[config.mk]
export PLATFORM = sky130hd
export DESIGN_NAME = kop_div
export DESIGN_NICKNAME = d
export VERILOG_FILES = /design/src/rtl/kop_pkg.sv /design/src/rtl/kop_div.sv
export SDC_FILE = /design/constraint.sdc
export NUM_CORES = 1
export LEC_CHECK = 0
export BUFFER_PORTS_ARGS = -buffer_cell sky130_fd_sc_hd__buf_2
export CAP_MARGIN = 20
export CORE_ASPECT_RATIO = 0.6
export CORE_MARGIN = 1.5
export CORE_UTILIZATION = 30
export DETAILED_ROUTE_END_ITERATION = 8
export RECOVER_POWER = 50
export SLEW_MARGIN = 15
export SYNTH_ARGS = -nofsm -noshare
export SYNTH_HDL_FRONTEND = slang
export SYNTH_SLANG_ARGS = --single-unit
[constraint.sdc]
create_clock -name clk -period 6.4 [get_ports clk]
set_clock_uncertainty 0.15 [all_clocks]
set_input_delay 0.64 -clock clk [delete_from_list [all_inputs] [get_ports clk]]
set_output_delay 0.64 -clock clk [all_outputs]
set_load 0.01 [all_outputs]
[src/rtl/kop_pkg.sv]
// shared types, constants and rounding helper for the kepler orbit position solver
package kop_pkg;

  localparam int ECC_BITS    = 24;
  localparam int DIST_BITS   = 32;
  localparam int TOL_BITS    = 16;
  localparam int CAP_BITS    = 10;
  localparam int CORDIC_STEPS = 30;
  localparam int CW          = 36;  // cordic x/y datapath
  localparam int ZW          = 34;  // cordic phase accumulator
  localparam int MW          = 34;  // shared multiplier operand width

  localparam logic [TOL_BITS-1:0] TOL_RESET = 16'd11930;
  localparam logic [CAP_BITS-1:0] CAP_RESET = 10'd1000;

  localparam logic REG_TOLERANCE = 1'b0;
  localparam logic REG_CAP       = 1'b1;

  localparam logic signed [CW-1:0] CORDIC_KINV = 36'sd652032874;
  localparam logic signed [MW-1:0] RADQ32      = 34'sd683565276;

  localparam logic [29:0] ATAN_TAB [CORDIC_STEPS] = '{
    30'd536870912, 30'd316933406, 30'd167458907, 30'd85004756, 30'd42667331,
    30'd21354465, 30'd10679838, 30'd5340245, 30'd2670163, 30'd1335087,
    30'd667544, 30'd333772, 30'd166886, 30'd83443, 30'd41722, 30'd20861,
    30'd10430, 30'd5215, 30'd2608, 30'd1304, 30'd652, 30'd326, 30'd163,
    30'd81, 30'd41, 30'd20, 30'd10, 30'd5, 30'd3, 30'd1
  };

  typedef struct packed {
    logic start;
    logic vector;
  } cordic_req_t;

  typedef enum logic [4:0] {
    ST_IDLE, ST_COR_GO, ST_COR_WAIT, ST_ES, ST_EC, ST_U, ST_TU, ST_TQ, ST_RAD,
    ST_EA0, ST_NW_GO, ST_NES, ST_NEC, ST_NRAD, ST_NF, ST_DIV_GO, ST_DIV_WAIT,
    ST_NUPD, ST_FEC, ST_FD, ST_SQ_INIT, ST_SQ, ST_SY, ST_SY2, ST_RR, ST_RR2,
    ST_PER, ST_APH, ST_DONE
  } state_t;

  // divide by 2^k, rounding half away from zero
  function automatic logic signed [67:0] rnd(input logic signed [67:0] v, input int k);
    logic [67:0] mag;
    logic [67:0] r;
    mag = v[67] ? 68'(-v) : 68'(v);
    r = (mag + (68'd1 << (k - 1))) >> k;
    return v[67] ? -$signed(r) : $signed(r);
  endfunction

endpackage

[src/rtl/kop_div.sv]
// restoring divider, one quotient bit a cycle, keeps the low quotient bits
module kop_div import kop_pkg::*; #(
  parameter int NW = 65,
  parameter int QW = 32
) (
  input  logic          clk,
  input  logic          rst,
  input  logic          start,
  input  logic [NW-1:0] num,
  input  logic [31:0]   den,
  output logic [QW-1:0] quo,
  output logic          done
);

  localparam int CNTW = $clog2(NW + 1);

  logic [CNTW-1:0] cnt;
  logic            busy;
  logic [NW-1:0]   nsh;
  logic [31:0]     rem;
  logic [32:0]     r2;
  logic            ge;

  always_comb begin
    r2 = {rem, nsh[NW-1]};
    ge = r2 >= {1'b0, den};
  end

  always_ff @(posedge clk) begin
    if (rst) begin
      busy <= 1'b0;
      done <= 1'b0;
      cnt  <= '0;
    end else begin
      done <= 1'b0;
      if (start) begin
        busy <= 1'b1;
        cnt  <= CNTW'(NW);
      end else if (busy) begin
        cnt <= cnt - 1'b1;
        if (cnt == CNTW'(1)) begin
          busy <= 1'b0;
          done <= 1'b1;
        end
      end
    end
  end

  always_ff @(posedge clk) begin
    if (start) begin
      nsh <= num;
      rem <= '0;
      quo <= '0;
    end else if (busy) begin
      nsh <= nsh << 1;
      rem <= ge ? 32'(r2 - {1'b0, den}) : r2[31:0];
      quo <= {quo[QW-2:0], ge};
    end
  end

endmodule

Yosys cells after proc, flatten, opt, wreduce, memory -nomap -nowiden
Index checks and enable logic that the tools add are counted.
{"block": "op_classes", "add_sub_neg": 2, "magnitude_cmp": 1, "n_eq_ne": 1, "n_mux": 9, "bitwise_logic": 1, "n_reduce_logical": 3}
{"cell": "2-to-1 mux 65 bit", "count": 2}
{"cell": ">= comparator 33 x 32 -> 1 bit", "count": 1}
{"cell": "2-to-1 mux 32 bit", "count": 1}
{"cell": "subtractor 32 bit", "count": 1}
{"cell": "2-to-1 mux 7 bit", "count": 2}
{"cell": "equality test 7 x 1 -> 1 bit (second input constant)", "count": 1}
{"cell": "subtractor 7 x 1 -> 7 bit (second input constant)", "count": 1}
{"cell": "2-to-1 mux 1 bit", "count": 4}
{"cell": "OR reduction 3 bit", "count": 1}
{"cell": "nonzero test 2 bit", "count": 1}
{"cell": "OR reduction 2 bit", "count": 1}
{"cell": "inverter 1 bit", "count": 1}
{"block": "word_totals", "register_bits": 138, "wordCells": 24}

Logic depth before layout (Yosys ltp)
{"block": "logic_depth", "word_depth": 4, "mapped_depth": 14, "ltp_nobuf": 12}

Worst setup path before layout
No wires, ideal clock.
{"block": "synth_timing", "path_kind": "in2reg", "startpoint": "in den[19]", "endpoint": "reg rem[30]", "setup_time_ps": 70, "arrival_time_ps": 2980, "required_ps": 6180, "setup_slack_ps": 3200, "cell_stages": 12, "cell_sequence": "inv_1 -> ha_1 -> buf_6 -> a21o_1 -> a211o_1 -> nor2b_1 -> o2111ai_1 -> a31o_1 -> a21o_1 -> a2111oi_4 -> mux2_1 -> a21oi_1"}
{"block": "synth_between", "elab_chain_len": 2}
{"item": "from (decl)", "line": "kop_div.sv:10", "rtl": "input logic [31:0] den,"}
{"item": "subtractor 32 bit / >= comparator 33 x 32 -> 1 bit (equally long branches)", "line": "kop_div.sv:56, kop_div.sv:26"}
{"item": "2-to-1 mux 32 bit *", "line": "kop_div.sv:56", "rtl": "rem <= ge ? 32'(r2 - {1'b0, den}) : r2[31:0];"}
{"item": "to (signal assigned)", "line": "kop_div.sv:56"}
{"item": "to (decl)", "line": "kop_div.sv:20", "rtl": "logic [31:0] rem;"}
Mark *: on every way between the ends. The rest lies on a longest branch, timed or not.
A chain may end at the register's enable or synchronous reset.

Worst setup path after layout
{"block": "layout_timing", "startpoint": "reg nsh[64]", "endpoint": "reg rem[28]"}
{"block": "layout_between", "elab_chain_len": 2}
{"item": "from (decl)", "line": "kop_div.sv:19", "rtl": "logic [NW-1:0] nsh;"}
{"item": "from (signal assigned)", "line": "kop_div.sv:51", "rtl": "nsh <= num;"}
{"item": "from (signal assigned)", "line": "kop_div.sv:55", "rtl": "nsh <= nsh << 1;"}
{"item": "subtractor 32 bit / >= comparator 33 x 32 -> 1 bit (equally long branches)", "line": "kop_div.sv:56, kop_div.sv:26"}
{"item": "2-to-1 mux 32 bit *", "line": "kop_div.sv:56"}
Marks and branches as above.

==> flow_metrics.tcl <==
set metrics [dict create \
    drc_errors 0 \
    syn_avg_cell_area_um2 9.931 \
    synth-simple-area-share 0.1378 \
    cts_hold_repair.buffers 0 \
    fp.dieH_um 126.4 \
    wire_per_inst_um 16.17 \
    min_period_ns 3.557 \
    fillerInstances 2500 \
    syn_to_final_growth_pct 18.54 \
    syn_nets 902 \
    routed_wl_um 19530 \
    pre_cts_slack_ns 1.906 \
    grt_start_max_net_pins 87 \
    cts_buffers 17 \
    async_flop_share 0 \
    slowest_delay_ns 0.73 \
    synthCells 767 \
    pin_count 133 \
    tightestPinTransition_ns 1.016 \
    ir_worst_vdd_mv 0.1846 \
    antenna_found_initial 0 \
    slowest_stage "a311oi_1" \
    final-hold-violation-count 0 \
    yosys.area_share.adder 0.05848 \
    power_leakage_nw 3.648 \
    post-cts-setup-buffer-count 0 \
    cp_max_fo 3 \
    cts_root_buf "clkbuf_16" \
    rows 44 \
    yosys.area.top_type "edfxtp_1" \
    crit_chain "inv_1, ha_1, fa_1, nand2b_1, a21oi_1, o31ai_1, o211a_1, a311oi_1, a2111oi_0, a31o_1, a311oi_1" \
    path_clk_slew_ns 0.06 \
    cts_sinks 138 \
    rsz0062_at_grt "no" \
    fin_tns_setup_ns 0 \
    max-clock-path-buffers 2 \
    grt.total_usage 0.1513 \
    synth_xor_xnor_area_share 0.03564 \
    dpl.hpwl_um 14140 \
    synth_top_family_by_area "multiplexers" \
    required_ns 6.58 \
    synth_compound_area_frac 0.1319 \
    synthMuxAreaShare 0.1396 \
    start_kind "register" \
    yosys.cell_count.top_type "nor2_1" \
    critPathCaptureType "register" \
    core_area_um2 24550 \
    period_share 0.5559 \
    vias 5973 \
    grt_pass1_wl_um 31000 \
    tritoncts "yes" \
    fp.dieW_um 208.7 \
    floorplan.initialDensity 0.3102 \
    h-tree-depth 4 \
    synth_cell_type_count 59 \
    finish.instance_area_um2 9030 \
    nNetsFinal 1009 \
    max-cap-violations 0 \
    outcome "finished, final reports clean" \
    synthTopCellsByCount "nor2_1, dfxtp_1, nand2_1" \
    synth_edf_count 65 \
    power_density_nw_per_um2 270.2 \
    ys.flop_type "dfxtp_1" \
    placed_area_um2 8502 \
    synth_top_area_share 0.2562 \
    maxSlewHeadroom 0.3227 \
    drt_iter0_drc 334 \
    max_freq_mhz 281.1 \
    final_util 0.3678 \
    diodes 0 \
    ys_seq_area_frac 0.4481 \
    vias_per_cell 4.945 \
    fp.dieArea_um2 26390 \
    crit_top_cell "a311oi_1" \
    grt_pass1_vias 5605 \
    synth_area_um2 7617 \
    yosys_warnings 0 \
    slew_violations 0 \
    clk_latency_ns 0.43 \
    io_buffers 132 \
    hold_path_class "input pin to register" \
    grt_remaining_overflow 0 \
    setup-violations-final 0 \
    ys_seq_elements 138 \
    crit_arrival_ns 3.74 \
    finalWorstSetupSlack_ns 2.843 \
    synth_area_leaders "edfxtp_1, dfxtp_1, mux2_2, ha_1, nor2_1" \
    criticalPathCategory "register to register" \
    place_congestion 0.9031 \
    layout-drive-gt1-share 0.2314 \
    dr.pass1.iters 4 \
    ant_nets 0 \
    cts.repair.resized 0 \
]
through the flow:
| step | power [mW] | hold slack [ns] | std cells |
|---|---|---|---|
| after global routing | 2.564 | 0.2921 | 1208 |
| after floorplan | 1.381 | 0.3078 | 767 |
| final | 2.440 | 0.2799 | 1208 |
| after CTS | 2.463 | 0.2543 | 1207 |
| after global placement | 1.499 | 0.3205 | 1176 |
| after detailed placement | 1.502 | 0.3332 | 1176 |
metal layers:
metal | vias to the layer above | wire length (um) | track usage
met3 | 15 | 1194 | 0.04209
met1 | 2820 | 10660 | 0.2371
li1 | 2963 | - | -
met4 | 0 | 230 | 0.04646
met5 | - | 0 | 0
met2 | 175 | 7444 | 0.1937
power by group:
group,total [mW],internal [mW],switching [mW]
clock network,0.947,0.564,0.382
registers,1.04,1.00,0.0352
logic,0.455,0.193,0.261
final timing paths:
check	depth (start not counted)	slack, ns	end	from
max reg2reg	11	2.84	rem[28]	nsh[64]
min reg2reg	2	0.34	rem[1]	rem[1]
max	11	2.84	rem[28]	nsh[64]
min	2	0.28	cnt[0]	rst
worst max-delay path: cells and delay by family (launching register included):
kind	cells	cell delay (ns)
AOI/OAI and AO/OA	7	2.10
adders and majority gates	2	0.60
buffers and inverters	1	0.05
DFF	1	0.37
and+or+nand+nor	1	0.20
state kept, by name, summed over array words and instances (netlist names):
name,flops
nsh,65
quo,32
done,1
rem,32
cnt,7
busy,1
cell usage in the layout (no fill, tap or decap), types with 5 or more instances in the layout:
| master | n |
|---|---|
| a211oi_1 | 7 |
| a21o_1 | 13 |
| a21oi_1 | 33 |
| a311oi_1 | 26 |
| buf_2 | 98 |
| buf_4 | 5 |
| clkbuf_1 | 33 |
| clkbuf_16 | 17 |
| dfxtp_1 | 73 |
| edfxtp_1 | 65 |
| ha_1 | 34 |
| inv_1 | 40 |
| mux2_2 | 62 |
| mux2i_1 | 32 |
| nand2_1 | 73 |
| nand2b_1 | 11 |
| nand3_1 | 8 |
| nand4_1 | 13 |
| nor2_1 | 90 |
| nor2b_1 | 9 |
| nor3_1 | 9 |
| o211ai_1 | 6 |
| o21ai_0 | 16 |
| o21bai_1 | 6 |
| xnor2_1 | 15 |
| xor2_1 | 16 |
kinds of logic (layout without fill, tap and decap cells):
family | Yosys count | count (layout)
multiplexers | 98 | 98
AO/OA/AOI/OAI | 140 | 140
flip-flops | 138 | 138
AND/OR/NAND/NOR | 235 | 235
buffers and inverters | 90 | 209
XOR/XNOR | 31 | 31
adder cells (fa/ha/maj) | 35 | 35
cell type report:
cell class                 instances  area (um2)  share of cell area
clock buffer                      17       425.4             0.04711
clock inverter                    14       132.6             0.01469
inverter                          41       153.9             0.01704
multi-input combinational        539        3835              0.4247
sequential                       138        3413              0.3780
tap                              322       402.9             0.04462
timing repair buffer             137       666.9             0.07385
No activity file was read; power rests on OpenSTA's default activity.
