### src/rtl/kop_pkg.sv
// shared types, constants and rounding helper for the kepler orbit position solver
package kop_pkg;

  localparam int ECC_BITS    = 24;
  localparam int DIST_BITS   = 32;
  localparam int TOL_BITS    = 16;
  localparam int CAP_BITS    = 10;
  localparam int CORDIC_STEPS = 30;
  localparam int CW          = 36;  // cordic x/y datapath
  localparam int ZW          = 34;  // cordic phase accumulator
  localparam int MW          = 34;  // shared multiplier operand width

  localparam logic [TOL_BITS-1:0] TOL_RESET = 16'd11930;
  localparam logic [CAP_BITS-1:0] CAP_RESET = 10'd1000;

  localparam logic REG_TOLERANCE = 1'b0;
  localparam logic REG_CAP       = 1'b1;

  localparam logic signed [CW-1:0] CORDIC_KINV = 36'sd652032874;
  localparam logic signed [MW-1:0] RADQ32      = 34'sd683565276;

  localparam logic [29:0] ATAN_TAB [CORDIC_STEPS] = '{
    30'd536870912, 30'd316933406, 30'd167458907, 30'd85004756, 30'd42667331,
    30'd21354465, 30'd10679838, 30'd5340245, 30'd2670163, 30'd1335087,
    30'd667544, 30'd333772, 30'd166886, 30'd83443, 30'd41722, 30'd20861,
    30'd10430, 30'd5215, 30'd2608, 30'd1304, 30'd652, 30'd326, 30'd163,
    30'd81, 30'd41, 30'd20, 30'd10, 30'd5, 30'd3, 30'd1
  };

  typedef struct packed {
    logic start;
    logic vector;
  } cordic_req_t;

  typedef enum logic [4:0] {
    ST_IDLE, ST_COR_GO, ST_COR_WAIT, ST_ES, ST_EC, ST_U, ST_TU, ST_TQ, ST_RAD,
    ST_EA0, ST_NW_GO, ST_NES, ST_NEC, ST_NRAD, ST_NF, ST_DIV_GO, ST_DIV_WAIT,
    ST_NUPD, ST_FEC, ST_FD, ST_SQ_INIT, ST_SQ, ST_SY, ST_SY2, ST_RR, ST_RR2,
    ST_PER, ST_APH, ST_DONE
  } state_t;

  // divide by 2^k, rounding half away from zero
  function automatic logic signed [67:0] rnd(input logic signed [67:0] v, input int k);
    logic [67:0] mag;
    logic [67:0] r;
    mag = v[67] ? 68'(-v) : 68'(v);
    r = (mag + (68'd1 << (k - 1))) >> k;
    return v[67] ? -$signed(r) : $signed(r);
  endfunction

endpackage

### src/rtl/kop_cordic.sv
// iterative cordic: rotation gives cos/sin of a phase, vectoring gives the phase of (x, y)
module kop_cordic import kop_pkg::*; (
  input  logic                 clk,
  input  logic                 rst,
  input  cordic_req_t          req,
  input  logic [31:0]          phase,
  input  logic signed [CW-1:0] xin,
  input  logic signed [CW-1:0] yin,
  output logic signed [CW-1:0] cos_out,
  output logic signed [CW-1:0] sin_out,
  output logic [31:0]          angle,
  output logic                 done
);

  logic                 busy;
  logic [4:0]           i;
  logic                 vec;
  logic                 neg;
  logic                 zero;
  logic signed [CW-1:0] x;
  logic signed [CW-1:0] y;
  logic signed [ZW-1:0] z;

  logic signed [ZW-1:0] zs;
  logic signed [ZW-1:0] at;
  logic signed [CW-1:0] sx;
  logic signed [CW-1:0] sy;
  logic                 up;

  localparam logic signed [ZW-1:0] QUARTER = 34'sd1073741824;
  localparam logic signed [ZW-1:0] HALF    = 34'sd2147483648;

  always_comb begin
    zs = $signed({{(ZW-32){phase[31]}}, phase});
    at = $signed({{(ZW-30){1'b0}}, ATAN_TAB[i]});
    sx = x >>> i;
    sy = y >>> i;
    up = vec ? !(y > 0) : !z[ZW-1];
  end

  always_ff @(posedge clk) begin
    if (rst) begin
      busy <= 1'b0;
      done <= 1'b0;
      i    <= '0;
    end else begin
      done <= 1'b0;
      if (req.start) begin
        busy <= 1'b1;
        i    <= '0;
      end else if (busy) begin
        i <= i + 5'd1;
        if (i == 5'(CORDIC_STEPS - 1)) begin
          busy <= 1'b0;
          done <= 1'b1;
        end
      end
    end
  end

  always_ff @(posedge clk) begin
    if (req.start) begin
      vec <= req.vector;
      if (!req.vector) begin
        x    <= CORDIC_KINV;
        y    <= '0;
        zero <= 1'b0;
        // fold into the right half plane
        if (zs > QUARTER) begin
          z   <= zs - HALF;
          neg <= 1'b1;
        end else if (zs < -QUARTER) begin
          z   <= zs + HALF;
          neg <= 1'b1;
        end else begin
          z   <= zs;
          neg <= 1'b0;
        end
      end else begin
        neg  <= 1'b0;
        zero <= (xin == '0) && (yin == '0);
        if (xin < 0) begin
          x <= -xin;
          y <= -yin;
          z <= HALF;
        end else begin
          x <= xin;
          y <= yin;
          z <= '0;
        end
      end
    end else if (busy) begin
      if (up) begin
        x <= x - sy;
        y <= y + sx;
        z <= z - at;
      end else begin
        x <= x + sy;
        y <= y - sx;
        z <= z + at;
      end
    end
  end

  assign cos_out = neg ? -x : x;
  assign sin_out = neg ? -y : y;
  assign angle   = zero ? 32'd0 : z[31:0];

endmodule

### config.mk
export PLATFORM = sky130hd
export DESIGN_NAME = kop_cordic
export DESIGN_NICKNAME = d
export VERILOG_FILES = /design/src/rtl/kop_pkg.sv /design/src/rtl/kop_cordic.sv
export SDC_FILE = /design/constraint.sdc
export NUM_CORES = 1
export LEC_CHECK = 0
export ABC_AREA = 1
export BUFFER_PORTS_ARGS = -buffer_cell sky130_fd_sc_hd__buf_4
export CAP_MARGIN = 20
export CORE_MARGIN = 2
export CORE_UTILIZATION = 45
export CTS_CLUSTER_DIAMETER = 150
export DETAILED_ROUTE_END_ITERATION = 8
export GPL_TIMING_DRIVEN = 0
export PLACE_DENSITY = 0.64
export SYNTH_ARGS = -nofsm -noshare
export SYNTH_HDL_FRONTEND = slang
export SYNTH_SLANG_ARGS = --single-unit
### constraint.sdc
create_clock -name clk -period 6.2 [get_ports clk]
set_input_delay 0.62 -clock clk [delete_from_list [all_inputs] [get_ports clk]]
set_output_delay 0.62 -clock clk [all_outputs]
set_load 0.02 [all_outputs]
### After elaboration in Yosys (flattened, before gate mapping)

Memory sizes are Yosys's and may differ from the RTL's.
Index checks and enable logic that the tools add are counted.

| word-level totals | value |
|---|---|
| logic and storage cells | 70 |
| RAM bits | 0 |
| output and inout bits | 105 |
| memories kept | 1 |
| bits in read-only memories | 960 |
| register bits after elaboration | 116 |
| latch bits | 0 |

| cells by class | value |
|---|---|
| div/mod/pow operators | 0 |
| eq/ne operators | 1 |
| reduce and logical (&&, ||, !) cells | 8 |
| $lt $le $gt $ge | 5 |
| add/sub/neg operators | 13 |
| multiply operators | 0 |
| bitwise operators | 2 |
| multiplexer cells | 29 |
| shifts and indexed selects | 2 |

Memories:

| name | depth | width | rd ports | clocked after Yosys merged registers in | wr ports | line | RTL |
|---|---|---|---|---|---|---|---|
| (name not given) | 32 | 30 | 1 | 0 | 0 | kop_cordic.sv:35 | `at = $signed({{(ZW-30){1'b0}}, ATAN_TAB[i]});` |

Operator list:

| kind | number |
|---|---|
| 2-to-1 mux 36 bit | 12 |
| 2-to-1 mux 34 bit | 6 |
| negation 36 bit | 4 |
| adder 36 bit | 2 |
| logical NOT 36 bit | 2 |
| >>> shifter 36 x 5 -> 36 bit | 2 |
| subtractor 36 bit | 2 |
| 2-to-1 mux 32 bit | 2 |
| 2-to-1 mux 30 bit | 2 |
| greater-than comparator 36 x 1 -> 1 bit, second input constant | 1 |
| less-than comparator 36 x 1 -> 1 bit, second input constant | 1 |
| adder 32 x 33 -> 34 bit, second input constant | 1 |
| adder 34 x 31 -> 34 bit | 1 |
| subtractor 32 x 33 -> 34 bit, second input constant | 1 |
| subtractor 34 x 31 -> 34 bit | 1 |
| greater-than comparator 32 bit, second input constant | 1 |
| less-than comparator 32 x 31 -> 1 bit, second input constant | 1 |
| 2-to-1 mux 1 bit | 7 |
| >= comparator 6 bit, second input constant | 1 |
| NOT 5 -> 6 bit | 1 |
| adder 5 x 1 -> 5 bit, second input constant | 1 |
| equality test 5 bit, second input constant | 1 |
| OR reduction 3 bit | 1 |
| logical NOT 1 bit | 2 |
| other kinds (4) | 4 |

### Logic depth before layout (Yosys ltp)

| depth | value |
|---|---|
| depth after elaboration | 8 |
| gate-level depth with buffers | 39 |

### Least setup slack after synthesis

No wires, ideal clock.

| timing | value |
|---|---|
| path kind | register to register |
| start | reg y[1] |
| end | reg y[24], data pin |
| clock period less this slack | 4.438 ns |
| arrival | 4.175 ns |
| cell stages (with the launch flop) | 33 |
| data required time | 5.937 ns |
| library setup time | 0.263 ns |
| setup slack | 1.762 ns |
| buffers on the path | 2 |
| cells stage by stage | edfxtp_1 inv_1 ha_1 nand4_1 inv_1 nand2_1 inv_1 nand3_1 nor3_1 nand2_1 nand2_1 nand2_1 nand2_2 inv_2 buf_2 clkbuf_1 nand2_1 o21ai_0 fa_1 nand3_1 nand3_1 a21oi_1 inv_1 nand2_1 nand2_1 a21oi_1 inv_1 nand2_1 nand2_1 a21oi_1 o21ai_0 o21ai_0 o21ai_0 |

| on the way | value |
|---|---|
| cells in the longest elaborated chain, start to end | 6 |
| elaborated cells on any way between the ends | 8 |
| classes of those cells | add/sub: 2; order compare: 1; mux: 4; reduce/logical: 1 |

RTL lines:

| element | line | RTL |
|---|---|---|
| start: declaration | kop_cordic.sv:21 | `logic signed [CW-1:0] y;` |
| start signal: assignment | kop_cordic.sv:84 | `y <= -yin;` |
| start signal: assignment | kop_cordic.sv:88 | `y <= yin;` |
| start signal: assignment | kop_cordic.sv:95 | `y <= y + sx;` |
| greater-than comparator 36 x 1 -> 1 bit | kop_cordic.sv:38 | `up = vec ? !(y > 0) : !z[ZW-1];` |
| logical NOT 1 bit | kop_cordic.sv:38 |  |
| 2-to-1 mux 1 bit | kop_cordic.sv:38 |  |
| 2-to-1 mux 36 bit * | kop_cordic.sv:93 | `if (up) begin` |
| 2-to-1 mux 36 bit * | kop_cordic.sv:92 | `end else if (busy) begin` |
| 2-to-1 mux 36 bit * | kop_cordic.sv:62 | `if (req.start) begin` |

Mark *: on every way between the ends. The rest lies on a longest branch, timed or not. The select of a mux whose other input is x is not followed.
A chain may end at the register's enable or synchronous reset.

### Worst setup path in the final report

| timing | value |
|---|---|
| start | reg y[31] |
| end | reg x[25], data pin |

| on the way | value |
|---|---|
| cells in the longest elaborated chain, start to end | 6 |
| elaborated cells on any way between the ends | 9 |
| classes of those cells | add/sub: 2; order compare: 1; shift: 1; mux: 4; reduce/logical: 1 |

RTL lines:

| element | line | RTL |
|---|---|---|
| parallel branches: the longest is 3 deep, another holds adder 36 bit | - |  |
| 2-to-1 mux 36 bit * | kop_cordic.sv:93 |  |
| 2-to-1 mux 36 bit * | kop_cordic.sv:92 |  |
| 2-to-1 mux 36 bit * | kop_cordic.sv:62 |  |
| end signal: assignment | kop_cordic.sv:87 | `x <= xin;` |
| end signal: assignment | kop_cordic.sv:94 | `x <= x - sy;` |
| end signal: assignment | kop_cordic.sv:98 | `x <= x + sy;` |
| end: declaration | kop_cordic.sv:20 | `logic signed [CW-1:0] x;` |

Mark *: on every way between the ends. The select of a mux whose other input is x is not followed.

==> results by group <==
Run status
  – Outcome: complete, but fails checks
  – Violations in the final reports: negative setup slack

Global routing
  – Antenna violations before repair: 3
  – First-pass GRT wire length: 165.0 mm
  – Pin count of the biggest net entering global routing: 61
  – Overall routing resource usage: 45.62%
  – Via count of the first global-routing pass: 25180
  – Total congestion overflow after global routing: 0

Yosys
  – Summed instance area of the synthesized netlist: 0.02141 mm2
  – Area fraction in and, or, nand and nor cells after synthesis: 40.11%
  – Syn Nets: 3925
  – Largest cells by area after synthesis: sky130_fd_sc_hd__nand2_1, sky130_fd_sc_hd__edfxtp_1, sky130_fd_sc_hd__nand3_1
  – Arithmetic-cell share of the synthesized area counting full adders, half adders and majority gates: 7.236%
  – Number of enable flip-flop cells after synthesis: 109
  – Warning count from the yosys run: 0
  – Primary flip-flop cell chosen by synthesis mapping: sky130_fd_sc_hd__edfxtp_1
  – Mean post-synth cell area: 5.793 um2
  – Share of flip-flops with an asynchronous set or reset after synthesis: 0%
  – Top cell type's share of synthesized area: 16.96%
  – Mux share of post-synthesis cell area: 0%
  – Register bit count reported by yosys: 116
  – Area share of xor/xnor cells in the synthesized design: 8.797%
  – Largest family of logic cells by synthesized area: simple AND/OR/NAND/NOR gates
  – Register area share after synthesis: 15.95%
  – Most area-hungry cell type in the Yosys netlist: sky130_fd_sc_hd__nand2_1
  – Cell count after synthesis: 3695
  – Number of different library cells in the post-synthesis netlist: 59
  – Most common cell in the netlist: sky130_fd_sc_hd__nand2_1
  – Ranking of synthesized cells by instance count: sky130_fd_sc_hd__nand2_1, sky130_fd_sc_hd__nand3_1, sky130_fd_sc_hd__inv_1
  – Synth Area in Compound Gates: 16.97%

Critical path
  – Worst Path Max Fanout: 10
  – Critical path class: reg2reg
  – Type of element launching the critical path: flip-flop
  – Kind of end point of the critical path: flip-flop
  – Arrival time reported for the critical path endpoint: 6.49 ns
  – Critical Path RT: 6.45 ns

Place
  – Weighted congestion reported at the end of routability-driven placement: 1.073
  – Count of input and output buffers: 212
  – Post-place instance area: 0.02391 mm2
  – HPWL after detailed placement: 94.26 mm

Floorplanning
  – Core Footprint: 0.04675 mm2
  – I/O pin count: 213
  – Die width: 222.1 um
  – Die footprint: 0.04933 mm2
  – Row count: 79
  – Starting density of the core: 45.78%
  – Vertical die dimension: 222.1 um

Routing
  – Wire per inst: 25.40 um
  – First-pass detailed-route iteration total: 6
  – Routed wire length: 115.9 mm
  – DRC violations left: 0
  – Number of nets with antenna violations after routing: 0
  – Number of violations reported at the end of detailed-routing iteration 0: 4025
  – Via Count: 28060
  – Via-to-Cell Ratio: 6.150

Flow run
  – Max-capacitance violation count: 0

STA
  – Final worst-path cycle share: 100.6%
  – Clock tree skew after final layout: 0.01630 ns
  – Count of endpoints failing hold in the final timing report: 0
  – Unrepaired setup endpoints after global routing: yes
  – Least setup slack across all paths after layout: -0.03547 ns
  – Worst hold slack after final layout: 0.2796 ns
  – Sum Neg Setup Slack: -0.03547 ns
  – Slew at the pin closest to its max-slew limit: 1.256 ns
  – Max Freq: 0.1604 GHz
  – Worst max-slew margin expressed relative to the limit: 15.37%
  – Slew Viols, Final: 0
  – Setup Viol. Count Final: 1
  – Final critical path time including I/O delays and setup: 6.235 ns

Clock network
  – CTS H-tree lvls: 4
  – Number of sinks driven by the clock tree: 116
  – CTS tree: done
  – Clock insertion delay at the later pin of the skew report: 0.51 ns
  – CTS Hold Buffers Added: 0
  – Clock transition time at the flip-flop clock pins of the worst setup and hold paths: 0.06 ns
  – Root Driver: sky130_fd_sc_hd__clkbuf_16
  – Clock buffer depth: 2
  – CTS Buf Count: 17

Power and ir drop
  – Leakage: 0.01224 uW
  – Maximum vdd drop: 0.3571 mV
  – Power density relative to cell area: 684.1 mW/mm2

Layout
  – Post-route cell area: 0.02471 mm2
  – Net count of the finished layout: 4172
  – Filler cells: 5003
  – Fraction of final layout cells sized beyond drive strength 1: 10.44%
  – Area Growth Syn to Fin: 15.43%

Min path
  – Class of the worst hold path: in2reg
-- cells by family (layout without fill, tap and decap cells) --
group	count (synthesis)	count (layout)
other	0	1
and+or+nand+nor	2016	2016
adders and majority gates	122	122
buffers and inverters	588	848
xor gates and xnor gates	215	215
AOI/OAI and AO/OA	638	638
DFF	116	116
-- worst max-delay path, cell delays in order (launching register included) --
cell and delay [ns]:
sky130_fd_sc_hd__edfxtp_1 0.60, sky130_fd_sc_hd__or2_2 0.40, sky130_fd_sc_hd__nor3_1 0.19, sky130_fd_sc_hd__nand4_1 0.32, sky130_fd_sc_hd__nor3_2 0.32, sky130_fd_sc_hd__nand2_1 0.08
sky130_fd_sc_hd__nand2_1 0.24, sky130_fd_sc_hd__nand2_1 0.14, sky130_fd_sc_hd__nand2_4 0.17, sky130_fd_sc_hd__inv_2 0.17, sky130_fd_sc_hd__clkbuf_4 0.30, sky130_fd_sc_hd__buf_2 0.28
sky130_fd_sc_hd__nand2_1 0.11, sky130_fd_sc_hd__xor2_1 0.29, sky130_fd_sc_hd__ha_1 0.36, sky130_fd_sc_hd__a21oi_1 0.19, sky130_fd_sc_hd__inv_1 0.08, sky130_fd_sc_hd__nor2_1 0.14
sky130_fd_sc_hd__o211ai_1 0.16, sky130_fd_sc_hd__a21oi_1 0.38, sky130_fd_sc_hd__o21ai_0 0.27, sky130_fd_sc_hd__a21oi_1 0.30, sky130_fd_sc_hd__o21ai_0 0.14, sky130_fd_sc_hd__xor2_1 0.17
sky130_fd_sc_hd__nand2_1 0.09, sky130_fd_sc_hd__nand2_1 0.06
-- placed cells by master, fill, tap and decap left out, drive strengths merged, types with 8 or more instances in the layout --
cell,n
buf,294
a31oi,48
o32ai,8
o31ai,11
o211ai,11
clkinv,8
clkbuf,84
o21a,9
xor2,149
ha,119
or2,33
nand2,971
a21oi,212
nand3,439
a21o,15
nor2,418
inv,456
nor4,25
nor3,67
xnor2,66
nand4,49
o21bai,10
o22ai,24
edfxtp,109
o21ai,248
-- state kept, by name (all words and copies together), names as in the netlist --
signal  flops
busy        1
done        1
i           5
neg         1
vec         1
x          36
y          36
z          34
zero        1
-- routing by layer --
| metal | vias to the layer above | track usage, % | wire, um |
|---|---|---|---|
| met2 | 2054 | 62.37 | 44620 |
| met4 | 0 | 21.95 | 6052 |
| met1 | 12850 | 63.80 | 47700 |
| met5 | - | 0 | 0 |
| met3 | 320 | 14.80 | 17510 |
| li1 | 12840 | - | - |
-- what timing repair did --
action | in CTS | in global routing
buffers inserted | 3 | 1
resized for setup | 7 | 53
hold endpoints to repair | 0 | 0
pin swaps | 0 | 1
setup endpoints to repair | 16 | 31
-- where the power goes --
group / internal, uW / switching (uW) / total, uW
logic: 4450 / 9020 / 13500
clock network: 631 / 470 / 1100
registers: 1470 / 858 / 2330
total: 6550 / 10400 / 16900
-- area by class of cell --
| type | instances | area (um2) | share of cell area (%) |
|---|---|---|---|
| Inverter | 455 | 1708 | 6.912 |
| Timing Repair Buffer | 228 | 1817 | 7.353 |
| Sequential cell | 116 | 3415 | 13.82 |
| Buffer | 133 | 664.4 | 2.689 |
| Multi-Input combinational cell | 2991 | 15740 | 63.70 |
| Antenna cell | 1 | 2.502 | 0.01013 |
| Clock inverter | 15 | 177.7 | 0.7191 |
| Clock buffer | 17 | 425.4 | 1.722 |
| Tap cell | 607 | 759.5 | 3.074 |
-- through the flow --
step	setup WS (ns)	std cells	util (%)	power, uW
finish	-0.03547	4563	52.85	16900
floorplan	1.762	3695	-	10700
CTS	0.002710	4557	52.51	16140
global route	-0.03574	4562	52.84	18000
global placement	-0.5716	4514	50.81	14950
detailed placement	-0.4547	4522	51.13	14930
-- path summary, 6_finish.rpt --
check / startpoint / end / slack [ns] / cells after the start
setup / recovery: y[31]$_DFFE_PP_ / x[25]$_DFFE_PP_ / -0.04 / 25
hold / removal: rst / busy$_SDFF_PP0_ / 0.28 / 2
setup reg to reg: y[31]$_DFFE_PP_ / x[25]$_DFFE_PP_ / -0.04 / 25
hold reg to reg: busy$_SDFF_PP0_ / done$_SDFF_PP0_ / 0.54 / 2
(Power assumes the default switching activity.)
